[config.mk]
export PLATFORM = sky130hd
export DESIGN_NAME = insertion_sorter_unit_flat
export DESIGN_NICKNAME = d
export VERILOG_FILES = /design/src/design/isu_pkg.sv /design/src/design/isu_if.sv /design/src/design/isu_cell.sv /design/src/design/insertion_sorter_unit.sv /design/src/flat_wrapper.sv
export SDC_FILE = /design/constraint.sdc
export NUM_CORES = 2
export LEC_CHECK = 0
export BUFFER_PORTS_ARGS = -buffer_cell sky130_fd_sc_hd__buf_2
export CORE_MARGIN = 2
export CORE_UTILIZATION = 34
export CTS_CLUSTER_DIAMETER = 40
export DETAILED_ROUTE_END_ITERATION = 8
export SLEW_MARGIN = 5
export SYNTH_ARGS = -nofsm -noshare
export SYNTH_HDL_FRONTEND = slang
export SYNTH_SLANG_ARGS = --single-unit
[constraint.sdc]
create_clock -name clk_i -period 8.6 [get_ports clk_i]
set_input_delay 1.72 -clock clk_i [delete_from_list [all_inputs] [get_ports clk_i]]
set_output_delay 1.72 -clock clk_i [all_outputs]
set_load 0.05 [all_outputs]
[src/design/isu_pkg.sv]
// ----------------------------------------------------------------------------
// Insertion sorter package
// Shared constants, register codes and link types of the insertion sorter.
// ----------------------------------------------------------------------------
`default_nettype none

package isu_pkg;

  // Default sizing of the sorting chain
  localparam int unsigned CAPACITY_DEF  = 32;
  localparam int unsigned KEY_WIDTH_DEF = 32;

  // Fixed widths of the stream words
  localparam int unsigned IN_KEY_W  = 32;
  localparam int unsigned OUT_KEY_W = 32;

  // Configuration port
  localparam int unsigned CFG_IDX_W  = 1;
  localparam int unsigned CFG_DATA_W = 1;

  typedef enum logic [CFG_IDX_W-1:0] {
    CFG_SIGNED_COMPARE = 1'b0,
    CFG_DESCENDING     = 1'b1
  } isu_cfg_idx_e;

  // Command broadcast to every cell of the chain
  typedef struct packed {
    logic insert;
    logic drain;
    logic signed_cmp;
    logic descending;
  } isu_cmd_t;

  // Status handed from one cell to its right-hand neighbour
  typedef struct packed {
    logic valid;
    logic found;
  } isu_link_t;

endpackage

`default_nettype wire

[src/design/isu_if.sv]
// ----------------------------------------------------------------------------
// Insertion sorter stream interfaces
// Valid/ready channels for incoming keys and sorted results.
// ----------------------------------------------------------------------------
`default_nettype none

interface isu_in_if;
  logic        valid;
  logic        ready;
  logic [31:0] key;
  logic        last;

  modport source (output valid, output key, output last, input ready);
  modport sink   (input valid, input key, input last, output ready);
endinterface

interface isu_out_if;
  logic        valid;
  logic        ready;
  logic [31:0] sorted_key;
  logic        final_res;
  logic        overflow;

  modport source (output valid, output sorted_key, output final_res, output overflow,
                  input ready);
  modport sink   (input valid, input sorted_key, input final_res, input overflow,
                  output ready);
endinterface

`default_nettype wire

[src/design/isu_cell.sv]
// ----------------------------------------------------------------------------
// Insertion sorter cell
// Holds one key; compares it with the incoming key, takes the new key or its
// left neighbour's key on insert, and its right neighbour's key on drain.
// ----------------------------------------------------------------------------
`default_nettype none

module isu_cell
  import isu_pkg::*;
#(
  parameter int unsigned KeyWidth = KEY_WIDTH_DEF
) (
  input  wire                 clk_i,
  input  wire                 rst_ni,
  input  isu_cmd_t            cmd_i,
  input  wire  [KeyWidth-1:0] new_key_i,
  input  wire  [KeyWidth-1:0] new_ov_i,
  input  isu_link_t           prev_link_i,
  input  wire  [KeyWidth-1:0] prev_key_i,
  input  wire                 next_valid_i,
  input  wire  [KeyWidth-1:0] next_key_i,
  output isu_link_t           link_o,
  output logic [KeyWidth-1:0] key_o
);

  localparam logic [KeyWidth-1:0] SignMask = KeyWidth'(1) << (KeyWidth - 1);

  logic                valid_q, valid_d;
  logic [KeyWidth-1:0] key_q, key_d;
  logic [KeyWidth-1:0] ov_own;
  logic                gt;

  always_comb begin
    ov_own = cmd_i.signed_cmp ? (key_q ^ SignMask) : key_q;
    if (cmd_i.descending) begin
      ov_own = ~ov_own;
    end
    gt = valid_q && (ov_own > new_ov_i);
  end

  always_comb begin
    valid_d = valid_q;
    key_d   = key_q;
    if (cmd_i.drain) begin
      // advance towards the output
      valid_d = next_valid_i;
      key_d   = next_key_i;
    end else if (cmd_i.insert) begin
      if (prev_link_i.found) begin
        valid_d = prev_link_i.valid;
        key_d   = prev_key_i;
      end else if (gt || (!valid_q && prev_link_i.valid)) begin
        valid_d = 1'b1;
        key_d   = new_key_i;
      end
    end
  end

  always_ff @(posedge clk_i or negedge rst_ni) begin
    if (!rst_ni) begin
      valid_q <= 1'b0;
    end else begin
      valid_q <= valid_d;
    end
  end

  always_ff @(posedge clk_i) begin
    key_q <= key_d;
  end

  assign link_o.valid = valid_q;
  assign link_o.found = prev_link_i.found | gt;
  assign key_o        = key_q;

endmodule

`default_nettype wire

[src/design/insertion_sorter_unit.sv]
// A set's first result is offered in the cycle after its last key is accepted.
// Throughput: one key per cycle while a set is collected; a set of held keys
// drains at one result per cycle while out_o.ready is high, taking no new key.
// The pace is set by the shift of the cell chain, shared by insert and drain.
// Reset clears all cells, the drop flag and both registers; no clearing pass.
// ----------------------------------------------------------------------------
// Insertion sorter unit
// Chain of compare cells that keeps a set of keys in order and streams it out.
// ----------------------------------------------------------------------------
`default_nettype none

module insertion_sorter_unit
  import isu_pkg::*;
#(
  parameter int unsigned Capacity = CAPACITY_DEF,
  parameter int unsigned KeyWidth = KEY_WIDTH_DEF
) (
  input  wire                  clk_i,
  input  wire                  rst_ni,
  isu_in_if.sink               in_i,
  isu_out_if.source            out_o,
  input  wire                  cfg_we_i,
  input  wire [CFG_IDX_W-1:0]  cfg_idx_i,
  input  wire [CFG_DATA_W-1:0] cfg_wdata_i
);

  localparam logic [KeyWidth-1:0] SignMask = KeyWidth'(1) << (KeyWidth - 1);

  logic signed_cmp_q, descending_q;
  logic drain_q, drain_d;
  logic dropped_q, dropped_d;

  isu_cmd_t            cmd;
  isu_link_t           link  [Capacity];
  logic [KeyWidth-1:0] ckey  [Capacity];
  logic [KeyWidth-1:0] new_key, new_ov;
  logic [KeyWidth+IN_KEY_W-1:0]  in_wide;
  logic [KeyWidth+OUT_KEY_W-1:0] out_wide;
  logic accept, full, out_fire, out_final;

  // configuration registers
  always_ff @(posedge clk_i or negedge rst_ni) begin
    if (!rst_ni) begin
      signed_cmp_q <= 1'b0;
      descending_q <= 1'b0;
    end else if (cfg_we_i) begin
      case (isu_cfg_idx_e'(cfg_idx_i))
        CFG_SIGNED_COMPARE: signed_cmp_q <= cfg_wdata_i[0];
        CFG_DESCENDING:     descending_q <= cfg_wdata_i[0];
        default: ;
      endcase
    end
  end

  always_comb begin
    in_wide = {{KeyWidth{1'b0}}, in_i.key};
    new_key = in_wide[KeyWidth-1:0];
    new_ov  = signed_cmp_q ? (new_key ^ SignMask) : new_key;
    if (descending_q) begin
      new_ov = ~new_ov;
    end
  end

  assign full      = link[Capacity-1].valid;
  assign in_i.ready = !drain_q;
  assign accept    = in_i.valid && !drain_q;
  assign out_final = !link[1].valid;
  assign out_fire  = drain_q && out_o.ready;

  assign cmd.insert     = accept && !full;
  assign cmd.drain      = out_fire;
  assign cmd.signed_cmp = signed_cmp_q;
  assign cmd.descending = descending_q;

  always_comb begin
    drain_d   = drain_q;
    dropped_d = dropped_q;
    if (accept) begin
      drain_d = in_i.last;
      if (full) begin
        dropped_d = 1'b1;
      end
    end else if (out_fire && out_final) begin
      // set delivered: empty and rearm
      drain_d   = 1'b0;
      dropped_d = 1'b0;
    end
  end

  always_ff @(posedge clk_i or negedge rst_ni) begin
    if (!rst_ni) begin
      drain_q   <= 1'b0;
      dropped_q <= 1'b0;
    end else begin
      drain_q   <= drain_d;
      dropped_q <= dropped_d;
    end
  end

  for (genvar i = 0; i < Capacity; i++) begin : g_cell
    isu_link_t           prev_link;
    logic [KeyWidth-1:0] prev_key;
    logic                next_valid;
    logic [KeyWidth-1:0] next_key;

    if (i == 0) begin : g_head
      assign prev_link = '{valid: 1'b1, found: 1'b0};
      assign prev_key  = new_key;
    end else begin : g_body
      assign prev_link = link[i-1];
      assign prev_key  = ckey[i-1];
    end

    if (i == Capacity - 1) begin : g_tail
      assign next_valid = 1'b0;
      assign next_key   = '0;
    end else begin : g_inner
      assign next_valid = link[i+1].valid;
      assign next_key   = ckey[i+1];
    end

    isu_cell #(
      .KeyWidth (KeyWidth)
    ) u_cell (
      .clk_i        (clk_i),
      .rst_ni       (rst_ni),
      .cmd_i        (cmd),
      .new_key_i    (new_key),
      .new_ov_i     (new_ov),
      .prev_link_i  (prev_link),
      .prev_key_i   (prev_key),
      .next_valid_i (next_valid),
      .next_key_i   (next_key),
      .link_o       (link[i]),
      .key_o        (ckey[i])
    );
  end

  assign out_wide         = {{OUT_KEY_W{1'b0}}, ckey[0]};
  assign out_o.valid      = drain_q;
  assign out_o.sorted_key = out_wide[OUT_KEY_W-1:0];
  assign out_o.final_res  = out_final;
  assign out_o.overflow   = dropped_q;

endmodule

`default_nettype wire

[src/flat_wrapper.sv]
// flat-port wrapper written by rule: the top's interface ports become plain ports
module insertion_sorter_unit_flat import isu_pkg::*;
#(
  parameter int unsigned Capacity = CAPACITY_DEF,
  parameter int unsigned KeyWidth = KEY_WIDTH_DEF
)
  (clk_i, rst_ni, cfg_we_i, cfg_idx_i, cfg_wdata_i, in_i_valid, in_i_key, in_i_last, in_i_ready, out_o_valid, out_o_sorted_key, out_o_final_res, out_o_overflow, out_o_ready);
  isu_in_if in_i_i ();
  isu_out_if out_o_i ();
  input  wire clk_i;
  input  wire rst_ni;
  input  wire cfg_we_i;
  input  wire [CFG_IDX_W-1:0] cfg_idx_i;
  input  wire [CFG_DATA_W-1:0] cfg_wdata_i;
  input wire logic [$bits(in_i_i.valid)-1:0] in_i_valid;
  input wire logic [$bits(in_i_i.key)-1:0] in_i_key;
  input wire logic [$bits(in_i_i.last)-1:0] in_i_last;
  output wire logic [$bits(in_i_i.ready)-1:0] in_i_ready;
  output wire logic [$bits(out_o_i.valid)-1:0] out_o_valid;
  output wire logic [$bits(out_o_i.sorted_key)-1:0] out_o_sorted_key;
  output wire logic [$bits(out_o_i.final_res)-1:0] out_o_final_res;
  output wire logic [$bits(out_o_i.overflow)-1:0] out_o_overflow;
  input wire logic [$bits(out_o_i.ready)-1:0] out_o_ready;
  assign in_i_i.valid = in_i_valid;
  assign in_i_i.key = in_i_key;
  assign in_i_i.last = in_i_last;
  assign in_i_ready = in_i_i.ready;
  assign out_o_valid = out_o_i.valid;
  assign out_o_sorted_key = out_o_i.sorted_key;
  assign out_o_final_res = out_o_i.final_res;
  assign out_o_overflow = out_o_i.overflow;
  assign out_o_i.ready = out_o_ready;
  insertion_sorter_unit #(.Capacity(Capacity), .KeyWidth(KeyWidth)) u_core (.clk_i(clk_i), .rst_ni(rst_ni), .in_i(in_i_i), .out_o(out_o_i), .cfg_we_i(cfg_we_i), .cfg_idx_i(cfg_idx_i), .cfg_wdata_i(cfg_wdata_i));
endmodule
==> flow_summary.json <==
{
  "max_clock_freq_mhz": 129,
  "synth-seq-cells": 1060,
  "layout_commonest_cell": "nand2_1",
  "worstSetupEndpointType": "flop",
  "synthFlopType": "edfxtp_1",
  "die_y_um": 504,
  "ctsResizeCount": 0,
  "cts_tree": "done",
  "worstPathRequired_ns": 9.25,
  "synth.cell_area_mm2": 0.0852,
  "hp-class": "reg -> reg",
  "power_frac_clock_pct": 18.1,
  "ys_seq_area_share_pct": 36.8,
  "insertion_delay_ns": 0.91,
  "drc_errors": 0,
  "power_density_mw_per_mm2": 497,
  "antenna_found_initial": 15,
  "firstDrtPassIters": 6,
  "cts_root_buffer": "clkbuf_16",
  "rr_startpoint": "u_core.descending_q",
  "drtAntennaViolNets": 0,
  "grt_overflow_total": 0,
  "cap_violations": 0,
  "min_period_ns": 7.74,
  "synth_cell_types": 88,
  "critical_path.max_stage_delay_ns": 1.15,
  "hpwl_um": 246000,
  "total_power_mw": 48.9,
  "synth_top_cell_by_area": "edfxtp_1",
  "core_region_area_mm2": 0.249,
  "synthArstFlopShare_pct": 3.40,
  "synth_top_area_share_pct": 35.0,
  "grt_util_all_layers_pct": 26.4,
  "cts.clk_slew.worst_paths_ns": 0.05,
  "intPower_mw": 26.0,
  "gp_congestion": 0.959,
  "setup_slack_ns": 0.856,
  "syn_avg_cell_area_um2": 9.72,
  "hold_slack_ns": 0.455,
  "ys_warn_count": 0,
  "synth_edf_count": 992,
  "pin_count": 76,
  "postSynthCellCount": 8763,
  "power.switching_mw": 22.9,
  "pwr-share-seq_pct": 30.0,
  "layout.area.seq_mm2": 0.0313,
  "clockBufferDepth": 3,
  "relSlewSlack_pct": 8.23,
  "cp_common_cell": "buf_4",
  "grt_max_degree": 256,
  "p_sw_share_pct": 46.8,
  "grt_pass1_wl_um": 497000,
  "crit_type": "reg -> reg",
  "numCtsBuffers": 214,
  "detailedPlace.worstSlack_ns": 0.928,
  "fin_crit_sh_pct": 90.0,
  "critPathLaunch": "u_core.descending_q",
  "rsz0062_at_grt": "false",
  "synth_nets": 9733,
  "rrSetupSlack_ns": 0.86,
  "startpoint_type": "flop",
  "final_nets": 9696,
  "final_cell_mix": "1291 x nand2_1, 992 x edfxtp_1, 975 x o21ai_0",
  "r2r-end": "u_core.g_cell[31].u_cell.key_o[27]",
  "vias_per_cell": 5.99,
  "rows": 183,
  "wl_um": 350000,
  "initial_utilization_pct": 34.2,
  "cts_htree_levels": 4,
  "clock_skew_ns": 0.0976,
  "comb_power_share_pct": 51.9,
  "first_global_vias": 70500,
  "crit_path_top_delay_cell": "xnor2_2",
  "port_buffers": 75,
  "fin_area_mm2": 0.0983,
  "worstMarginPinSlew_ns": 1.37,
  "reg2reg_depth": 18,
  "fill_cells": 24200,
  "multiInputGateArea_mm2": 0.0516,
  "status": "finished clean",
  "vias": 73400,
  "endpoint": "u_core.g_cell[31].u_cell.key_o[27]",
  "cts.sinks": 1060,
  "dieArea_mm2": 0.254,
  "drive_gt1_share_pct": 9.61,
  "hold_viol": 0,
  "leakage_nw": 39.7,
  "slew_viol_final": 0,
  "placed_area_mm2": 0.0906,
  "cp_cell_sequence": "xnor2_2, buf_4, buf_4, xnor2_1, ha_1, nand2_1, nor4_1, nand2_1, or4_1, o31a_1, a21boi_0, nand4bb_1, buf_4, a211o_1, or4_1, buf_12, o22ai_1, a211oi_1",
  "critPathMaxFanout": 32,
  "post-cts-setup-buffer-count": 0,
  "die_w_um": 504,
  "arrival_ns": 8.39,
  "finalSetupViolations": 0,
  "cts_hold_buffers": 0,
  "synthToLayoutAreaGrowth_pct": 15.4,
  "synth_area_leaders": "edfxtp_1 35%, ha_1 14%, mux2i_1 11%",
  "vdd_drop_max_uv": 452,
  "drtIter0Drc": 9380,
  "wl_per_cell_um": 28.6
}
## cell families after synthesis
family | after synthesis | synth area share, %
simple gates | 2109 | 11.1
compound gates | 2023 | 13.9
flops | 1060 | 36.8
xor+xnor | 999 | 10.3
fa+ha+maj | 934 | 13.7
mux | 920 | 10.8
buf+inv | 718 | 3.35
## power groups by stage
stage / clock network (mW) / logic [mW] / registers [mW]
floorplan: 0 / 17.6 / 12.5
global placement: 0 / 23.8 / 14.4
detailed placement: 0 / 24.7 / 14.5
CTS: 8.90 / 24.8 / 14.4
global route: 9.14 / 27.7 / 14.7
finish: 8.85 / 25.3 / 14.7
## sequential cells by signal, summed over array words and instances (netlist names)
register                      cells
u_core.g_cell.u_cell.key_o     1024
u_core.out_o.valid                1
u_core.g_cell.u_cell.valid_q     32
u_core.out_o.overflow             1
u_core.descending_q               1
u_core.signed_cmp_q               1
## area by class of cell
cell class	instances	area share (%)
sequential	1060	31.9
clock buffer	234	5.61
clock inverter	173	2.14
timing repair buffer	350	3.19
tap	3330	4.24
multi-input combinational	6985	52.5
inverter	115	0.439
antenna	9	0.0229
## layer usage
| metal | GRT usage, % | part of all wire, % | wire length [um] |
|---|---|---|---|
| met1 | 34.9 | 40 | 141000 |
| met2 | 38.6 | 42 | 147000 |
| met3 | 5.38 | 9.8 | 34400 |
| met4 | 18.3 | 7.8 | 27400 |
| met5 | 0 | 0.033 | 114 |
## worst min-delay path by stage
stage | depth (start not counted) | endpoint | slack [ns] | start
floorplan | 2 | u_core.g_cell[31].u_cell.key_o[0] | 0.43 | u_core.g_cell[31].u_cell.key_o[0]
global placement | 2 | u_core.g_cell[31].u_cell.key_o[16] | 0.44 | u_core.g_cell[31].u_cell.key_o[16]
detailed placement | 2 | u_core.g_cell[31].u_cell.key_o[28] | 0.45 | u_core.g_cell[31].u_cell.key_o[28]
CTS | 2 | u_core.g_cell[31].u_cell.key_o[14] | 0.46 | u_core.g_cell[31].u_cell.key_o[14]
global route | 2 | u_core.g_cell[31].u_cell.key_o[8] | 0.47 | u_core.g_cell[31].u_cell.key_o[8]
finish | 2 | u_core.g_cell[31].u_cell.key_o[12] | 0.46 | u_core.g_cell[31].u_cell.key_o[12]
## worst max-delay path: cells and delay by family, from the launching register on
| family | cells | cell delay (ns) |
|---|---|---|
| flops | 1 | 0.70 |
| xor+xnor | 2 | 1.26 |
| buf+inv | 4 | 1.35 |
| fa+ha+maj | 1 | 0.29 |
| simple gates | 6 | 2.48 |
| compound gates | 5 | 1.33 |
## synth_stat cells, types with 13 or more instances
| master | instances |
|---|---|
| nor2b_1 | 26 |
| nor2_1 | 183 |
| o211a_1 | 13 |
| o21ai_0 | 996 |
| clkbuf_1 | 400 |
| o22ai_1 | 48 |
| nand3_1 | 152 |
| a31oi_1 | 74 |
| o21a_1 | 25 |
| o221ai_1 | 14 |
| xor2_1 | 906 |
| buf_2 | 68 |
| a211oi_1 | 78 |
| ha_1 | 930 |
| mux2_2 | 16 |
| dfrtp_1 | 36 |
| a211o_1 | 15 |
| edfxtp_1 | 992 |
| o21ai_1 | 95 |
| a21boi_0 | 17 |
| and2_1 | 14 |
| nor4_1 | 34 |
| a221o_1 | 15 |
| and3_1 | 35 |
| buf_4 | 13 |
| nand4_1 | 173 |
| mux2i_1 | 903 |
| dfxtp_1 | 32 |
| a21oi_1 | 297 |
| nand2b_1 | 32 |
| nand2_1 | 1295 |
| o211ai_1 | 72 |
| nand3b_1 | 24 |
| and4_1 | 27 |
| xnor2_1 | 93 |
| a21o_1 | 122 |
| nor3_1 | 43 |
| buf_1 | 119 |
| or2_2 | 13 |
| inv_1 | 114 |
| a221oi_1 | 30 |
| a2111oi_0 | 19 |
## through the flow
stage	TNS (ns)	utilization [%]	cells
CTS	0	39.5	12200
global placement	0	36.4	11800
floorplan	-0.0576	-	8763
detailed placement	0	36.4	11800
global route	0	39.5	12300
finish	0	39.5	12300
Note: power is estimated with default switching activity, not from simulation.
